===== config.mk =====
export PLATFORM = sky130hd
export DESIGN_NAME = spin_backoff_controller
export DESIGN_NICKNAME = d
export VERILOG_FILES = /design/src/sv/sbc_pkg.sv /design/src/sv/sbc_cfg.sv /design/src/sv/sbc_step.sv /design/src/sv/spin_backoff_controller.sv
export SDC_FILE = /design/constraint.sdc
export NUM_CORES = 1
export LEC_CHECK = 0
export BUFFER_PORTS_ARGS = -buffer_cell sky130_fd_sc_hd__buf_2
export CAP_MARGIN = 5
export CORE_UTILIZATION = 50
export DETAILED_ROUTE_END_ITERATION = 16
export PLACE_DENSITY_LB_ADDON = 0.05
export SLEW_MARGIN = 20
export SYNTH_ARGS = -nofsm -noshare
export SYNTH_HDL_FRONTEND = slang
export SYNTH_SLANG_ARGS = --single-unit

===== constraint.sdc =====
create_clock -name i_clk -period 30.6 [get_ports i_clk]
set_input_delay 6.12 -clock i_clk [delete_from_list [all_inputs] [get_ports i_clk]]
set_output_delay 6.12 -clock i_clk [all_outputs]
set_load 0.05 [all_outputs]

===== src/sv/sbc_pkg.sv =====
package sbc_pkg;

    // Field widths fixed by the event and result formats
    localparam int ACTION_W   = 3;
    localparam int SPIN_W     = 10;
    localparam int TALLY_W    = 11;
    localparam int USEC_W     = 20;
    localparam int CFG_ADDR_W = 3;
    localparam int CFG_DATA_W = 20;

    // Result transaction: 53 payload bits padded to whole bytes
    localparam int OUT_TDATA_W = 56;

    localparam logic [SPIN_W-1:0] SPIN_SAT = 10'd1023;

    // Blend is (15*shared + budget) / 16
    localparam logic [3:0] BLEND_WEIGHT = 4'd15;
    localparam int         BLEND_SHIFT  = 4;

    // Reset values of the configuration registers
    localparam logic [SPIN_W-1:0]     RST_INITIAL_SPINS = 10'd100;
    localparam logic [SPIN_W-1:0]     RST_MIN_SPINS     = 10'd10;
    localparam logic [SPIN_W-1:0]     RST_MAX_SPINS     = 10'd1000;
    localparam logic [SPIN_W-1:0]     RST_SPINS_INC     = 10'd100;
    localparam logic [SPIN_W-1:0]     RST_MAX_DELAYS    = 10'd1000;
    localparam logic [CFG_DATA_W-1:0] RST_MIN_DELAY     = 20'd1000;
    localparam logic [CFG_DATA_W-1:0] RST_MAX_DELAY     = 20'd1000000;

    // Register indexes on the configuration port
    localparam logic [CFG_ADDR_W-1:0] REG_INITIAL_SPINS = 3'd0;
    localparam logic [CFG_ADDR_W-1:0] REG_MIN_SPINS     = 3'd1;
    localparam logic [CFG_ADDR_W-1:0] REG_MAX_SPINS     = 3'd2;
    localparam logic [CFG_ADDR_W-1:0] REG_SPINS_INC     = 3'd3;
    localparam logic [CFG_ADDR_W-1:0] REG_MAX_DELAYS    = 3'd4;
    localparam logic [CFG_ADDR_W-1:0] REG_MIN_DELAY     = 3'd5;
    localparam logic [CFG_ADDR_W-1:0] REG_MAX_DELAY     = 3'd6;

    typedef enum logic [ACTION_W-1:0] {
        ACT_START   = 3'd0,
        ACT_FAIL    = 3'd1,
        ACT_ACQUIRE = 3'd2,
        ACT_LOAD    = 3'd3,
        ACT_BLEND   = 3'd4
    } t_action;

    typedef struct packed {
        logic [SPIN_W-1:0]     min_spins;
        logic [SPIN_W-1:0]     max_spins;
        logic [SPIN_W-1:0]     spins_increment;
        logic [SPIN_W-1:0]     max_delays;
        logic [CFG_DATA_W-1:0] min_delay_us;
        logic [CFG_DATA_W-1:0] max_delay_us;
    } t_cfg;

    // Counter part of the wait state (the delay itself is sized by a parameter)
    typedef struct packed {
        logic [SPIN_W-1:0]  spin_count;
        logic [TALLY_W-1:0] delay_tally;
        logic [SPIN_W-1:0]  budget;
        logic               stuck;
    } t_ctr;

    typedef struct packed {
        logic [SPIN_W-1:0]  blended_estimate;
        logic [SPIN_W-1:0]  spin_budget;
        logic [TALLY_W-1:0] delay_count;
        logic               stuck;
        logic [USEC_W-1:0]  sleep_usec;
        logic               sleep_request;
    } t_result;

endpackage


===== src/sv/sbc_cfg.sv =====
module sbc_cfg (
    input  logic                             i_clk,
    input  logic                             i_rst_n,
    input  logic                             i_cfg_we,
    input  logic [sbc_pkg::CFG_ADDR_W-1:0]   i_cfg_addr,
    input  logic [sbc_pkg::CFG_DATA_W-1:0]   i_cfg_wdata,
    output sbc_pkg::t_cfg                    o_cfg
);

    sbc_pkg::t_cfg r_cfg;

    // Hold the configuration registers; the initial budget is only seen at reset,
    // and reset always restores its default, so a write to it keeps no storage
    always_ff @(posedge i_clk) begin
        if (!i_rst_n) begin
            r_cfg.min_spins       <= sbc_pkg::RST_MIN_SPINS;
            r_cfg.max_spins       <= sbc_pkg::RST_MAX_SPINS;
            r_cfg.spins_increment <= sbc_pkg::RST_SPINS_INC;
            r_cfg.max_delays      <= sbc_pkg::RST_MAX_DELAYS;
            r_cfg.min_delay_us    <= sbc_pkg::RST_MIN_DELAY;
            r_cfg.max_delay_us    <= sbc_pkg::RST_MAX_DELAY;
        end else if (i_cfg_we) begin
            case (i_cfg_addr)
                sbc_pkg::REG_MIN_SPINS:  r_cfg.min_spins       <= i_cfg_wdata[sbc_pkg::SPIN_W-1:0];
                sbc_pkg::REG_MAX_SPINS:  r_cfg.max_spins       <= i_cfg_wdata[sbc_pkg::SPIN_W-1:0];
                sbc_pkg::REG_SPINS_INC:  r_cfg.spins_increment <= i_cfg_wdata[sbc_pkg::SPIN_W-1:0];
                sbc_pkg::REG_MAX_DELAYS: r_cfg.max_delays      <= i_cfg_wdata[sbc_pkg::SPIN_W-1:0];
                sbc_pkg::REG_MIN_DELAY:  r_cfg.min_delay_us    <= i_cfg_wdata;
                sbc_pkg::REG_MAX_DELAY:  r_cfg.max_delay_us    <= i_cfg_wdata;
                default: begin
                    // initial budget and unused indexes: drop the write
                end
            endcase
        end
    end

    assign o_cfg = r_cfg;

endmodule


===== src/sv/sbc_step.sv =====
module sbc_step #(
    parameter int FRACTION_BITS = 16,
    parameter int DELAY_BITS    = 20
) (
    input  logic [sbc_pkg::ACTION_W-1:0] i_action,
    input  logic [FRACTION_BITS-1:0]     i_frac,
    input  logic [sbc_pkg::SPIN_W-1:0]   i_shared,
    input  sbc_pkg::t_cfg                i_cfg,
    input  sbc_pkg::t_ctr                i_ctr,
    input  logic [DELAY_BITS-1:0]        i_delay,
    output sbc_pkg::t_ctr                o_ctr,
    output logic [DELAY_BITS-1:0]        o_delay,
    output sbc_pkg::t_result             o_result
);

    localparam int PROD_W = DELAY_BITS + FRACTION_BITS;

    // Rounding constant: one half in Q0.FRACTION_BITS
    localparam logic [PROD_W:0] HALF =
        {{(DELAY_BITS + 1){1'b0}}, 1'b1, {(FRACTION_BITS - 1){1'b0}}};

    logic [sbc_pkg::SPIN_W-1:0]                     spin_inc;
    logic                                           fire;
    logic [sbc_pkg::TALLY_W-1:0]                    tally_lim;
    logic [sbc_pkg::TALLY_W-1:0]                    tally_inc;
    logic [DELAY_BITS+sbc_pkg::CFG_DATA_W-1:0]      min_ext;
    logic [DELAY_BITS-1:0]                          min_d;
    logic [DELAY_BITS-1:0]                          cd_eff;
    logic [PROD_W-1:0]                              prod;
    logic [PROD_W:0]                                prod_rnd;
    logic [DELAY_BITS:0]                            growth;
    logic [DELAY_BITS+1:0]                          grown;
    logic                                           over_max;
    logic [DELAY_BITS-1:0]                          next_delay;
    logic [DELAY_BITS+sbc_pkg::USEC_W-1:0]          usec_ext;
    logic [sbc_pkg::SPIN_W:0]                       raise_sum;
    logic [sbc_pkg::SPIN_W-1:0]                     raised;
    logic [sbc_pkg::SPIN_W-1:0]                     lowered;
    logic [sbc_pkg::SPIN_W+4:0]                     blend_sum;

    // Spin count with saturation and the sleep decision
    assign spin_inc = (i_ctr.spin_count < sbc_pkg::SPIN_SAT) ?
                      i_ctr.spin_count + 1'b1 : i_ctr.spin_count;
    assign fire     = (spin_inc >= i_ctr.budget);

    // Delay tally saturates one past the allowed number of sleeps
    assign tally_lim = {1'b0, i_cfg.max_delays} + 1'b1;
    assign tally_inc = (i_ctr.delay_tally < tally_lim) ?
                       i_ctr.delay_tally + 1'b1 : i_ctr.delay_tally;

    // A wait that never slept starts at the minimum delay
    assign min_ext = {{DELAY_BITS{1'b0}}, i_cfg.min_delay_us};
    assign min_d   = min_ext[DELAY_BITS-1:0];
    assign cd_eff  = (i_delay == '0) ? min_d : i_delay;

    // Grow by round(delay * fraction), wrap to the minimum above the maximum
    assign prod      = cd_eff * i_frac;
    assign prod_rnd  = {1'b0, prod} + HALF;
    assign growth    = prod_rnd[PROD_W:FRACTION_BITS];
    assign grown     = {2'b00, cd_eff} + {1'b0, growth};
    assign over_max  = ({{sbc_pkg::CFG_DATA_W{1'b0}}, grown} >
                        {{(DELAY_BITS + 2){1'b0}}, i_cfg.max_delay_us});
    assign next_delay = over_max ? min_d : grown[DELAY_BITS-1:0];
    assign usec_ext  = {{sbc_pkg::USEC_W{1'b0}}, cd_eff};

    // Budget adaptation on acquire
    assign raise_sum = {1'b0, i_ctr.budget} + {1'b0, i_cfg.spins_increment};
    assign raised    = (raise_sum > {1'b0, i_cfg.max_spins}) ?
                       i_cfg.max_spins : raise_sum[sbc_pkg::SPIN_W-1:0];
    assign lowered   = i_ctr.budget - 1'b1;

    // Moving average: 15*shared as 16*shared - shared
    assign blend_sum = {1'b0, i_shared, 4'b0000} - {5'b00000, i_shared}
                       + {5'b00000, i_ctr.budget};

    // Apply the event to the wait state and build the result
    always_comb begin
        o_ctr                     = i_ctr;
        o_delay                   = i_delay;
        o_result.sleep_request    = 1'b0;
        o_result.sleep_usec       = '0;
        o_result.blended_estimate = '0;
        case (sbc_pkg::t_action'(i_action))
            sbc_pkg::ACT_START: begin
                o_ctr.spin_count  = '0;
                o_ctr.delay_tally = '0;
                o_ctr.stuck       = 1'b0;
                o_delay           = '0;
            end
            sbc_pkg::ACT_FAIL: begin
                o_ctr.spin_count = spin_inc;
                if (fire) begin
                    o_ctr.spin_count       = '0;
                    o_ctr.delay_tally      = tally_inc;
                    o_ctr.stuck            = i_ctr.stuck |
                                             (tally_inc > {1'b0, i_cfg.max_delays});
                    o_delay                = next_delay;
                    o_result.sleep_request = 1'b1;
                    o_result.sleep_usec    = usec_ext[sbc_pkg::USEC_W-1:0];
                end
            end
            sbc_pkg::ACT_ACQUIRE: begin
                if (i_delay == '0) begin
                    if (i_ctr.budget < i_cfg.max_spins) begin
                        o_ctr.budget = raised;
                    end
                end else if (i_ctr.budget > i_cfg.min_spins) begin
                    o_ctr.budget = lowered;
                end
            end
            sbc_pkg::ACT_LOAD: begin
                o_ctr.budget = i_shared;
            end
            sbc_pkg::ACT_BLEND: begin
                o_result.blended_estimate =
                    blend_sum[sbc_pkg::SPIN_W+sbc_pkg::BLEND_SHIFT-1:sbc_pkg::BLEND_SHIFT];
            end
            default: begin
                // unused codes: report status only
            end
        endcase
        o_result.stuck       = o_ctr.stuck;
        o_result.delay_count = o_ctr.delay_tally;
        o_result.spin_budget = o_ctr.budget;
    end

endmodule


===== src/sv/spin_backoff_controller.sv =====
// Flow: the input register loads on the accepting edge; the result register loads
// when it is free or draining. Throughput: one event per cycle unless results stall;
// the next event uses the state left by the previous one through a single
// combinational step with one delay*fraction multiply.
// Reset (synchronous, active low): wait state, budget and configuration return
// to their defaults; both stages empty.
module spin_backoff_controller #(
    parameter int FRACTION_BITS = 16,
    parameter int DELAY_BITS    = 20
) (
    input  logic                                   i_clk,
    input  logic                                   i_rst_n,
    // event stream
    input  logic                                   i_s_axis_tvalid,
    output logic                                   o_s_axis_tready,
    // tdata: action[3], random_fraction[FRACTION_BITS], shared_estimate[10], zero pad
    input  logic [((sbc_pkg::ACTION_W + FRACTION_BITS + sbc_pkg::SPIN_W + 7) / 8) * 8 - 1:0]
                                                   i_s_axis_tdata,
    // result stream
    output logic                                   o_m_axis_tvalid,
    input  logic                                   i_m_axis_tready,
    // tdata: sleep_request[1], sleep_usec[20], stuck[1], delay_count[11],
    //        spin_budget[10], blended_estimate[10], zero pad[3]
    output logic [sbc_pkg::OUT_TDATA_W-1:0]        o_m_axis_tdata,
    // configuration
    input  logic                                   i_cfg_we,
    input  logic [sbc_pkg::CFG_ADDR_W-1:0]         i_cfg_addr,
    input  logic [sbc_pkg::CFG_DATA_W-1:0]         i_cfg_wdata
);

    localparam int FRAC_LO   = sbc_pkg::ACTION_W;
    localparam int SHARED_LO = sbc_pkg::ACTION_W + FRACTION_BITS;

    sbc_pkg::t_cfg                cfg;
    sbc_pkg::t_ctr                n_ctr;
    sbc_pkg::t_result             n_out;
    logic [DELAY_BITS-1:0]        n_delay;
    logic                         advance;

    logic                         r_in_valid;
    logic [sbc_pkg::ACTION_W-1:0] r_action;
    logic [FRACTION_BITS-1:0]     r_frac;
    logic [sbc_pkg::SPIN_W-1:0]   r_shared;
    sbc_pkg::t_ctr                r_ctr;
    logic [DELAY_BITS-1:0]        r_delay;
    logic                         r_out_valid;
    sbc_pkg::t_result             r_out;

    sbc_cfg u_cfg (
        .i_clk       (i_clk),
        .i_rst_n     (i_rst_n),
        .i_cfg_we    (i_cfg_we),
        .i_cfg_addr  (i_cfg_addr),
        .i_cfg_wdata (i_cfg_wdata),
        .o_cfg       (cfg)
    );

    sbc_step #(
        .FRACTION_BITS (FRACTION_BITS),
        .DELAY_BITS    (DELAY_BITS)
    ) u_step (
        .i_action (r_action),
        .i_frac   (r_frac),
        .i_shared (r_shared),
        .i_cfg    (cfg),
        .i_ctr    (r_ctr),
        .i_delay  (r_delay),
        .o_ctr    (n_ctr),
        .o_delay  (n_delay),
        .o_result (n_out)
    );

    // Advance the held event when the result register is free or draining
    assign advance         = r_in_valid && (!r_out_valid || i_m_axis_tready);
    assign o_s_axis_tready = !r_in_valid || advance;

    // Input register
    always_ff @(posedge i_clk) begin
        if (!i_rst_n) begin
            r_in_valid <= 1'b0;
        end else if (o_s_axis_tready) begin
            r_in_valid <= i_s_axis_tvalid;
        end
        if (o_s_axis_tready && i_s_axis_tvalid) begin
            r_action <= i_s_axis_tdata[sbc_pkg::ACTION_W-1:0];
            r_frac   <= i_s_axis_tdata[FRAC_LO +: FRACTION_BITS];
            r_shared <= i_s_axis_tdata[SHARED_LO +: sbc_pkg::SPIN_W];
        end
    end

    // Wait state and result register, updated together per event
    always_ff @(posedge i_clk) begin
        if (!i_rst_n) begin
            r_ctr.spin_count  <= '0;
            r_ctr.delay_tally <= '0;
            r_ctr.budget      <= sbc_pkg::RST_INITIAL_SPINS;
            r_ctr.stuck       <= 1'b0;
            r_delay           <= '0;
            r_out_valid       <= 1'b0;
        end else begin
            if (advance) begin
                r_ctr   <= n_ctr;
                r_delay <= n_delay;
            end
            if (advance) begin
                r_out_valid <= 1'b1;
            end else if (i_m_axis_tready) begin
                r_out_valid <= 1'b0;
            end
        end
        if (advance) begin
            r_out <= n_out;
        end
    end

    assign o_m_axis_tvalid = r_out_valid;
    assign o_m_axis_tdata  = {3'b000, r_out};

endmodule


=== After elaboration in Yosys (flattened, before gate mapping) ===
Cells that the tools add are included.

* $add $sub $neg: 9
* $mul: 1
* Order comparisons: 8
* Equal/unequal tests: 11
* Multiplexer cells: 18
* Bitwise logic cells: 1
* Reductions and logical operators: 19

{| class="wikitable"
|+ Operators with widths
! operator !! number
|-
| $mux W20 || 3
|-
| $mux W10 || 5
|-
| $pmux W21 S2 || 1
|-
| $pmux W20 S2 || 1
|-
| $add A36 B16 Y37 const B || 1
|-
| $mul A20 B16 Y36 || 1
|-
| $add A20 B21 Y22 || 1
|-
| $gt A11 B10 Y1 || 2
|-
| $gt A22 B20 Y1 || 1
|-
| $mux W21 || 1
|-
| $logic_not A20 Y1 || 1
|-
| $pmux W10 S2 || 1
|-
| $reduce_and A2 Y1 || 8
|-
| $add A14 B10 Y14 || 1
|-
| $sub A14 B10 Y14 || 1
|-
| $eq A3 B2 Y1 const B || 4
|-
| $eq A3 B3 Y1 const B || 4
|-
| $add A10 B1 Y11 const B || 1
|-
| $add A10 B10 Y11 || 1
|-
| $add A11 B1 Y11 const B || 1
|-
| $lt A11 B11 Y1 || 1
|-
| $mux W11 || 1
|-
| $add A10 B1 Y10 const B || 1
|-
| $ge A10 B10 Y1 || 1
|-
| other kinds (15) || 23
|}

* Register bits: 216
* Input port bits: 60

=== Longest topological paths before layout ===
Gate-level depths: netlist of the first run.

* Depth after elaboration: 9
* Gate-level depth with buffers: 54

=== Cells and area by module ===
Synthesis of the first run repeated with hierarchy kept, for this count alone.

* Cells, all modules: 2723
* Area total of the unflattened synthesis: 24629.9 sq um

{| class="wikitable"
|+ By module, submodules not included
! module !! instances !! cells an instance !! area each (sq um) !! sequential area each (sq um)
|-
| sbc_step || 1 || 2092 || 16638.5 || 0.0
|-
| spin_backoff_controller || 1 || 321 || 4709.5 || 3543.4
|-
| sbc_cfg || 1 || 310 || 3281.9 || 1601.5
|}

=== Least setup slack after synthesis of the first run ===
No wires, ideal clock.

* Path type: input to output
* Start point: in i_m_axis_tready
* End point: out o_s_axis_tready
* Arrival: 6.626 ns
* Required time: 24.480 ns
* Slack: 17.854 ns
* Stages on the path: 2
* Buffers on the path: 0
* Cell sequence: nor2b_1 > nand2_1

* Word-level cells in the longest chain between the ends: 3

{| class="wikitable"
|+ RTL lines
! element !! line !! text
|-
| start, declared || spin_backoff_controller.sv:21 || <nowiki>input logic i_m_axis_tready,</nowiki>
|-
| $logic_or A1 B1 Y1 || spin_backoff_controller.sv:74 || <nowiki>assign advance = r_in_valid && (!r_out_valid || i_m_axis_tready);</nowiki>
|-
| $logic_and A1 B1 Y1 || spin_backoff_controller.sv:74 ||
|-
| $logic_or A1 B1 Y1 || spin_backoff_controller.sv:75 || <nowiki>assign o_s_axis_tready = !r_in_valid || advance;</nowiki>
|-
| end, declared || spin_backoff_controller.sv:15 || <nowiki>output logic o_s_axis_tready,</nowiki>
|}

No other way between the ends.

=== Worst setup path after layout of the first run ===
* Start point: reg r_delay[17]
* End point: reg r_delay[0]

* Word-level cells in the longest chain between the ends: 9

{| class="wikitable"
|+ RTL lines
! element !! line !! text
|-
| start, declared || spin_backoff_controller.sv:45 || <nowiki>logic [DELAY_BITS-1:0] r_delay;</nowiki>
|-
| start signal, assigned || spin_backoff_controller.sv:103 || <nowiki>r_delay <= n_delay;</nowiki>
|-
| $logic_not A20 Y1 || sbc_step.sv:54 || <nowiki>assign cd_eff = (i_delay == '0) ? min_d : i_delay;</nowiki>
|-
| $mux W20 * || sbc_step.sv:54 ||
|-
| $mul A20 B16 Y36 || sbc_step.sv:57 || <nowiki>assign prod = cd_eff * i_frac;</nowiki>
|-
| $add A36 B16 Y37 || sbc_step.sv:58 || <nowiki>assign prod_rnd = {1'b0, prod} + HALF;</nowiki>
|-
| $add A20 B21 Y22 * || sbc_step.sv:60 || <nowiki>assign grown = {2'b00, cd_eff} + {1'b0, growth};</nowiki>
|-
| $gt A22 B20 Y1 || sbc_step.sv:61 || <nowiki>assign over_max = ({{sbc_pkg::CFG_DATA_W{1'b0}}, grown} ></nowiki>
|-
| $mux W20 * || sbc_step.sv:63 || <nowiki>assign next_delay = over_max ? min_d : grown[DELAY_BITS-1:0];</nowiki>
|-
| $mux W20 * || sbc_step.sv:92 || <nowiki>if (fire) begin</nowiki>
|-
| $pmux W20 S2 * || sbc_step.sv:83 || <nowiki>case (sbc_pkg::t_action'(i_action))</nowiki>
|}

Every way passes the cells marked *; elsewhere a longest branch is shown, timed or not. The select of a mux whose other input is x is not followed.
A chain may end at the register's enable or synchronous reset.

==> results.json, run 1 <==
{
  "outcome": "completed",
  "pin_count": 118,
  "die_area_mm2": 0.0476,
  "clock_skew_ps": 21.1,
  "power_per_cell_area_mw_per_mm2": 80.4,
  "path_max_fanout": 30,
  "fillers": 4319,
  "setup_viol": 0,
  "synth_cells": 2598,
  "place_area_mm2": 0.0244,
  "grt_pass1_vias": 18000,
  "place.gp.congestion": 0.868,
  "period_share": 0.421,
  "max_stage_delay_ps": 700,
  "cts_tree": "built",
  "ff_latch_area_mm2": 0.00514,
  "drv_cap": 0,
  "antenna_found_initial": 2,
  "power_leakage_nw": 11.9,
  "rows": 78,
  "clockBufferDepth": 3,
  "fin_util": 0.552,
  "synth-seq-area-share": 0.220,
  "drive_gt1_frac": 0.0755,
  "grt_setup_unrepaired": "false",
  "numCtsBuffers": 26,
  "slowest_stage": "and2_2",
  "netlist_area_mm2": 0.0234,
  "async_flop_share": 0,
  "path_common_cell": "fa_1",
  "fmax_ghz": 0.0775,
  "yosys_warnings": 0,
  "multi_input_area_mm2": 0.0163,
  "worstPathArrival_ps": 13290,
  "cts_max_level": 1,
  "critPathKind": "reg2reg",
  "syn-mean-instance-area_um2": 8.99,
  "hpwl_um": 45000,
  "tightest_slew_ps": 1000,
  "ir_worst_vdd_mv": 0.140,
  "finalHoldViolCount": 0,
  "clk_latency_ps": 550,
  "final_cell_area_mm2": 0.0253,
  "groute.usage.overall": 0.259,
  "netlist.area_leader.share": 0.221,
  "synth_area_leaders": "fa_1 22%, ha_1 13%, dfxtp_1 11%",
  "dr.first_iter.drc_count": 1157,
  "layout_commonest_cell": "inv_1",
  "fin_cells": 3279,
  "holdCritPathClass": "reg2reg",
  "start_util": 0.510,
  "finalPower_mw": 2.03,
  "layout_common_cells": "400 x inv_1, 382 x nand2_1, 258 x fa_1",
  "synth_edf_count": 82,
  "drv_slew": 0,
  "end_kind": "flip-flop",
  "core_area_mm2": 0.0458,
  "wl_per_cell_um": 18.3,
  "synth.distinct_cells": 85,
  "io_buffers": 111,
  "vias": 18100,
  "ys.flop_type": "dfxtp_1",
  "cts_hold_buf": 0,
  "dp.cells": 3229,
  "period_minus_slack_ps": 12900,
  "grt_max_degree": 102,
  "post_cts.repair.setup_buffers": 0,
  "cts-root-buf": "clkbuf_16",
  "grt-ovfl-total": 0,
  "fin_setup_tns_ps": 0,
  "dr.pass1.iters": 5,
  "clock-sinks": 216,
  "maxSlewHeadroom": 0.331,
  "grt_pass1_wl_um": 96700,
  "vias_per_cell": 5.51,
  "crit_path_start_kind": "flip-flop",
  "yosysTopAreaCell": "fa_1",
  "ant_nets": 0,
  "die_h_um": 218,
  "fin_nets": 3227,
  "finalWirelength_um": 59900,
  "ys_ff_latch": 216,
  "drc": 0,
  "worstPathRequired_ps": 30990,
  "die_width_um": 218,
  "area_growth_pct": 8.15,
  "cts.repair.resized": 0,
  "clkTransAtPathRegs_ps": 60
}
## cells by family after synthesis
logic type / count (synthesis) / synth area share
flops: 216 / 0.220
xor+xnor: 70 / 0.0262
buf+inv: 510 / 0.0842
compound gates: 410 / 0.125
mux: 34 / 0.0147
other cells: 1 / 0.000161
simple gates: 847 / 0.174
fa+ha+maj: 510 / 0.356
## layer usage
layer  global-route usage  vias to the layer above  routed length (um)
li1                     -                     8596                   -
met1                0.384                     8972               28700
met2                0.413                      427               27200
met3               0.0251                       67                3000
met4               0.0427                        0                1000
met5                    0                        -                   0
## sequential cells by signal, indices dropped and copies added, names as in the netlist
signal           flops
r_frac              16
r_in_valid           1
u_cfg.o_cfg         80
o_m_axis_tvalid      1
r_action             3
r_shared            10
r_ctr               32
o_m_axis_tdata      53
r_delay             20
## stage by stage
stage	hold slack [ps]	setup WS (ps)
after floorplan	443	17850
after global placement	456	17650
after detailed placement	461	17510
after CTS	469	17440
after global routing	491	16950
final	468	17710
## worst max-delay path, delay by kind of cell (launching register included)
family / cells / cell delay [ps]
xor+xnor: 2 / 270
mux: 1 / 230
simple gates: 13 / 3390
flops: 1 / 330
buf+inv: 6 / 940
fa+ha+maj: 9 / 3890
compound gates: 17 / 3660
## worst paths after layout
| path | from | endpoint | slack [ps] | cells past startpoint |
|---|---|---|---|---|
| worst max register to register | r_delay[17]$_SDFFE_PN0P_ | r_delay[0]$_SDFFE_PN0P_ | 17710 | 48 |
| worst max-delay path | r_delay[17]$_SDFFE_PN0P_ | r_delay[0]$_SDFFE_PN0P_ | 17710 | 48 |
| worst min-delay path | u_cfg.o_cfg[72]$_SDFFE_PN0P_ | u_cfg.o_cfg[72]$_SDFFE_PN0P_ | 470 | 2 |
| worst min register to register | u_cfg.o_cfg[72]$_SDFFE_PN0P_ | u_cfg.o_cfg[72]$_SDFFE_PN0P_ | 470 | 2 |
## power by group
| group | switching, mW | internal (mW) | total (mW) |
|---|---|---|---|
| Sequential | 0.0148 | 0.308 | 0.323 |
| Clock | 0.127 | 0.177 | 0.304 |
| Combinational | 0.807 | 0.596 | 1.40 |
## synth_stat cells (6+ instances only)
cell type  instances
a31oi_1            6
and3_1            10
buf_1             18
clkbuf_1          82
o211ai_1          28
a22oi_1           11
o21a_1            29
nor2b_1           47
a21boi_0          55
a21oi_1           65
edfxtp_1          82
dfxtp_1          134
or3_1              8
a21o_1            54
nand3_1           48
o21ai_0           55
xor2_1            21
nand2_1          382
inv_1            401
nor4_1             7
nor2_1            93
nor3_1            35
and2_1           158
ha_1             252
a211oi_1           9
nand2b_1          21
o2bb2ai_1         22
nand4_1           15
mux2i_1           31
fa_1             258
o21bai_1           8
o22ai_1            7
xnor2_1           49
## cell type report
class / instances / share of cell area
multi-input cells: 1874 / 0.644
flip-flops and latches: 216 / 0.204
inverters: 401 / 0.0596
repair buffers: 138 / 0.0300
well taps: 600 / 0.0297
clock buffers: 34 / 0.0290
clock inverters: 14 / 0.00406
diodes: 2 / 0.000198
No activity file was read; power rests on OpenSTA's default activity.
==> run 2, diff against run 1 <==
==> constraint.sdc (replaced) <==
create_clock -name i_clk -period 10.8 [get_ports i_clk]
set_input_delay 2.16 -clock i_clk [delete_from_list [all_inputs] [get_ports i_clk]]
set_output_delay 2.16 -clock i_clk [all_outputs]
set_load 0.05 [all_outputs]
==> run 2 against run 1 <==
  * Maximum frequency rose by 20%
  * Final area is 8.7% higher
  * Clock power rose to 3.1 times the previous value
  * Via count increased by 4.7%
  * Die area unchanged
==> results.json, run 2 (same netlist as run 1, synthesis figures left out) <==
{
  "grt_setup_unrepaired": "true",
  "cts_tree": "built",
  "numCtsBuffers": 28,
  "cts_max_level": 1,
  "hpwl_um": 49700,
  "max_stage_delay_ps": 560,
  "vias_per_cell": 5.46,
  "whs_endpoint": "u_cfg.o_cfg[12]$_SDFFE_PN0P_",
  "layout_commonest_cell": "inv_1",
  "die_h_um": 218,
  "end_kind": "flip-flop",
  "critPathKind": "reg2reg",
  "period_minus_slack_ps": 10770,
  "fillers": 4042,
  "drc": 0,
  "multi_input_area_mm2": 0.0167,
  "clk_latency_ps": 580,
  "hold_depth": 2,
  "grt-ovfl-total": 0,
  "power_leakage_nw": 13.0,
  "setup_viol": 0,
  "place_area_mm2": 0.0259,
  "final_cell_area_mm2": 0.0275,
  "outcome": "completed",
  "clkTransAtPathRegs_ps": 60,
  "ant_nets": 0,
  "drv_cap": 0,
  "slowest_stage": "fa_1",
  "r2r-end": "r_delay[16]$_SDFFE_PN0P_",
  "cts-root-buf": "clkbuf_16",
  "wl_per_cell_um": 18.3,
  "ff_latch_area_mm2": 0.00515,
  "vias": 18900,
  "die_area_mm2": 0.0476,
  "area_growth_pct": 17.5,
  "finalHoldViolCount": 0,
  "period_share": 0.997,
  "grt_max_degree": 70,
  "worstPathRequired_ps": 11210,
  "fmax_ghz": 0.0929,
  "grt_pass1_wl_um": 101000,
  "largest_reg_flops": 80,
  "antenna_found_initial": 1,
  "r2r-start": "r_delay[3]$_SDFFE_PN0P_",
  "tightest_slew_ps": 982,
  "path_common_cell": "fa_1",
  "holdCritPathClass": "reg2reg",
  "fin_nets": 3411,
  "die_width_um": 218,
  "dp.cells": 3391,
  "holdCritStartpoint": "u_cfg.o_cfg[12]$_SDFFE_PN0P_",
  "power_per_cell_area_mw_per_mm2": 268,
  "clockBufferDepth": 3,
  "ir_worst_vdd_mv": 0.456,
  "core_area_mm2": 0.0458,
  "layout_common_cells": "390 x inv_1, 376 x nand2_1, 252 x fa_1",
  "rows": 78,
  "r2r_slack_ps": 30,
  "clock-sinks": 216,
  "path_max_fanout": 12,
  "drv_slew": 0,
  "fin_cells": 3463,
  "drive_gt1_frac": 0.165,
  "groute.usage.overall": 0.271,
  "io_buffers": 111,
  "worstPathArrival_ps": 11180,
  "pin_count": 118,
  "start_util": 0.510,
  "crit_path_start_kind": "flip-flop",
  "maxSlewHeadroom": 0.346,
  "r2r_cells": 49,
  "place.gp.congestion": 0.905,
  "finalWirelength_um": 63400,
  "clock_skew_ps": 44.6,
  "dr.pass1.iters": 6,
  "grt_pass1_vias": 18800,
  "dr.first_iter.drc_count": 1327
}
[run 2: cell count changes in the layout (fill, tap and decap cells not counted), moves of 10 or more]
cell	delta
buf_4	+152
buf_12	+19
ha_1	-12
inv_1	-10
inv_2	+10
[run 2: report_power, final]
group / internal (mW) / leakage, nW / switching (mW)
Combinational: 2.69 / 10.7 / 2.83
Sequential: 0.874 / 1.86 / 0.0334
Clock: 0.558 / 0.448 / 0.380
Total: 4.12 / 13.0 / 3.25
[run 2: routing by layer]
layer  GRT usage  vias to the layer above  wire, um
met5           0                        -         0
met4      0.0534                        0      1160
met3      0.0356                       75      4150
met2       0.427                      539     28500
met1       0.399                     9322     29600
li1            -                     8980         -
[run 2: final cells by class]
class                   count  share of cell area
clock inverters            15             0.00515
inverters                 401              0.0548
flip-flops and latches    216               0.187
multi-input cells        1874               0.607
repair buffers            320              0.0898
well taps                 600              0.0273
diodes                      1           0.0000911
clock buffers              36              0.0285
[run 2: how the worst max path moves through the flow]
stage / startpoint / end / cells past startpoint
floorplan: r_delay[6]$_SDFFE_PN0P_ / r_delay[0]$_SDFFE_PN0P_ / 52
global placement: r_delay[17]$_SDFFE_PN0P_ / r_delay[0]$_SDFFE_PN0P_ / 53
detailed placement: r_delay[17]$_SDFFE_PN0P_ / r_delay[14]$_SDFFE_PN0P_ / 55
CTS: r_delay[18]$_SDFFE_PN0P_ / r_delay[14]$_SDFFE_PN0P_ / 54
global route: r_delay[6]$_SDFFE_PN0P_ / r_delay[7]$_SDFFE_PN0P_ / 53
finish: r_delay[3]$_SDFFE_PN0P_ / r_delay[16]$_SDFFE_PN0P_ / 49
[run 2: through the flow]
stage | setup TNS (ps) | utilization | setup WS, ps | power, mW | hold slack [ps]
after floorplan | 0 | - | 71.0 | 3.94 | 443
after global placement | -8810 | 0.565 | -460 | 5.79 | 455
after detailed placement | -13490 | 0.565 | -692 | 5.93 | 461
after CTS | -4780 | 0.588 | -255 | 7.00 | 469
after global routing | -9920 | 0.600 | -537 | 8.03 | 492
final | 0 | 0.600 | 33.9 | 7.37 | 469
[run 2: critical path, delay by kind of cell (launching register included)]
kind / cells / cell delay [ps]
AND/OR/NAND/NOR: 12 / 1740
XOR/XNOR: 2 / 290
multiplexers: 1 / 160
adder cells (fa/ha/maj): 9 / 4080
buffers and inverters: 9 / 1190
AO/OA/AOI/OAI: 16 / 2820
flip-flops: 1 / 330
[run 2: repair_timing]
action	in CTS	in global routing
setup endpoints to repair	20	20
hold buffers	0	0
gates resized for setup	29	81
pin swaps	15	110
buffers inserted	0	15
cloned	0	5
==> run 3, diff against run 2 <==
--- a/config.mk
+++ b/config.mk
@@ -10,6 +10,7 @@
 export CORE_UTILIZATION = 50
 export DETAILED_ROUTE_END_ITERATION = 16
 export PLACE_DENSITY_LB_ADDON = 0.05
+export RECOVER_POWER = 100
 export SLEW_MARGIN = 20
 export SYNTH_ARGS = -nofsm -noshare
 export SYNTH_HDL_FRONTEND = slang
==> run 3 against run 2 <==
  * The flow now finishes with violations (max-capacitance violations, max-slew violations)
  * Die area unchanged
  * Sequential power about the same
  * Utilization down 0.22 points
  * Sequential share of layout area up 0.069 points
  * Maximum frequency down 0.11%
  * Final area down 0.36%
  * Via count down 0.15%
  * Critical path depth unchanged
  * Largest cell class unchanged
==> results.json, run 3 (same netlist as run 1, synthesis figures left out) <==
{
  "vias": 18900,
  "worstPathRequired_ps": 11210,
  "core_area_mm2": 0.0458,
  "layout_commonest_cell": "inv_1",
  "multi_input_area_mm2": 0.0166,
  "wl_per_cell_um": 18.3,
  "die_area_mm2": 0.0476,
  "antenna_found_initial": 1,
  "worstPathArrival_ps": 11190,
  "maxSlewHeadroom": -1.28,
  "finalHoldViolCount": 0,
  "ff_latch_area_mm2": 0.00515,
  "fin_nets": 3411,
  "hold_depth": 2,
  "tightest_slew_ps": 3380,
  "dr.pass1.iters": 5,
  "drv_cap": 3,
  "vias_per_cell": 5.45,
  "clock_skew_ps": 44.0,
  "layout_common_cells": "391 x inv_1, 376 x nand2_1, 252 x fa_1",
  "drv_slew": 125,
  "path_max_fanout": 6,
  "drc": 0,
  "clk_latency_ps": 580,
  "finalWirelength_um": 63500,
  "setup_viol": 0,
  "groute.usage.overall": 0.271,
  "die_h_um": 218,
  "grt_max_degree": 70,
  "worst_path_dominant_cell_family": "adder cells",
  "violations": "max-capacitance violations, max-slew violations",
  "grt_setup_unrepaired": "true",
  "cts-root-buf": "clkbuf_16",
  "hpwl_um": 49700,
  "pin_count": 118,
  "end_kind": "flip-flop",
  "ant_nets": 0,
  "period_minus_slack_ps": 10780,
  "largest_reg_flops": 80,
  "cts_max_level": 1,
  "fin_util": 0.598,
  "power_per_cell_area_mw_per_mm2": 269,
  "rows": 78,
  "die_width_um": 218,
  "dr.first_iter.drc_count": 1349,
  "grt_pass1_vias": 18800,
  "cts_tree": "built",
  "max_stage_delay_ps": 550,
  "path_buf_inv": 9,
  "clockBufferDepth": 3,
  "clock-sinks": 216,
  "numCtsBuffers": 28,
  "ir_worst_vdd_mv": 0.455,
  "start_util": 0.510,
  "holdCritPathClass": "reg2reg",
  "outcome": "complete, but fails checks",
  "io_buffers": 111,
  "path_common_cell": "fa_1",
  "crit_path_start_kind": "flip-flop",
  "critPathKind": "reg2reg",
  "period_share": 0.998,
  "place.gp.congestion": 0.905,
  "r2r_cells": 49,
  "cp.depth": 49,
  "fillers": 4079,
  "area_growth_pct": 17.1,
  "power_leakage_nw": 12.9,
  "fmax_ghz": 0.0928,
  "slowest_stage": "fa_1",
  "grt_pass1_wl_um": 101000,
  "drive_gt1_frac": 0.142,
  "grt-ovfl-total": 0,
  "worst_hold_slack_ps": 470,
  "clkTransAtPathRegs_ps": 60,
  "cts_hold_buf": 0
}
[run 3: cell count changes in the layout (fill, tap and decap cells not counted), moves of 2 or more]
cell and change:
o21ai_1 -3, buf_2 -58, buf_4 -2, mux2_1 +2, mux2_2 -2, o21ai_0 +3
clkbuf_1 +60
[run 3: through the flow]
stage	area [um2]	setup slack, ps	total power, mW	std cells	TNS, ps
final	27400	21.8	7.36	3463	0
after global routing	27400	-537	8.03	3462	-9920
after CTS	26900	-255	7.00	3442	-4780
after detailed placement	25900	-692	5.93	3391	-13490
after global placement	25900	-460	5.79	3391	-8810
after floorplan	23400	71.0	3.94	2600	0
[run 3: timing repair]
action,in CTS,in global routing
resized for setup,29,81
pin swaps,15,110
endpoints found under the setup margin,20,20
cloned,0,5
endpoints found under the hold margin,0,0
setup buffers,0,15
[run 3: worst paths after layout]
| kind | from | endpoint | slack (ps) |
|---|---|---|---|
| worst max-delay path | r_delay[3]$_SDFFE_PN0P_ | r_delay[11]$_SDFFE_PN0P_ | 20 |
| worst min-delay path | u_cfg.o_cfg[76]$_SDFFE_PN0P_ | u_cfg.o_cfg[76]$_SDFFE_PN0P_ | 470 |
| worst max register to register | r_delay[3]$_SDFFE_PN0P_ | r_delay[11]$_SDFFE_PN0P_ | 20 |
| worst min register to register | u_cfg.o_cfg[76]$_SDFFE_PN0P_ | u_cfg.o_cfg[76]$_SDFFE_PN0P_ | 470 |
[run 3: layout make-up]
type                    instances  share of cell area
flip-flops and latches        216               0.188
clock inverters                15             0.00517
diodes                          1           0.0000915
well taps                     600              0.0274
clock buffers                  36              0.0286
multi-input cells            1874               0.608
repair buffers                320              0.0872
inverters                     401              0.0550
[run 3: per-layer routing]
metal | track usage | part of all wire
met5 | 0 | 0
met4 | 0.0534 | 0.019
met3 | 0.0356 | 0.067
met2 | 0.427 | 0.45
met1 | 0.399 | 0.47
[run 3: worst min-delay path: cells and delay by family (launching register included)]
family,cells,cell delay [ps]
flops,1,310
compound gates,1,60
simple gates,1,50
[run 3: where the power goes]
| group | internal, mW | switching, mW |
|---|---|---|
| registers | 0.874 | 0.0340 |
| clock network | 0.558 | 0.381 |
| logic | 2.69 | 2.83 |
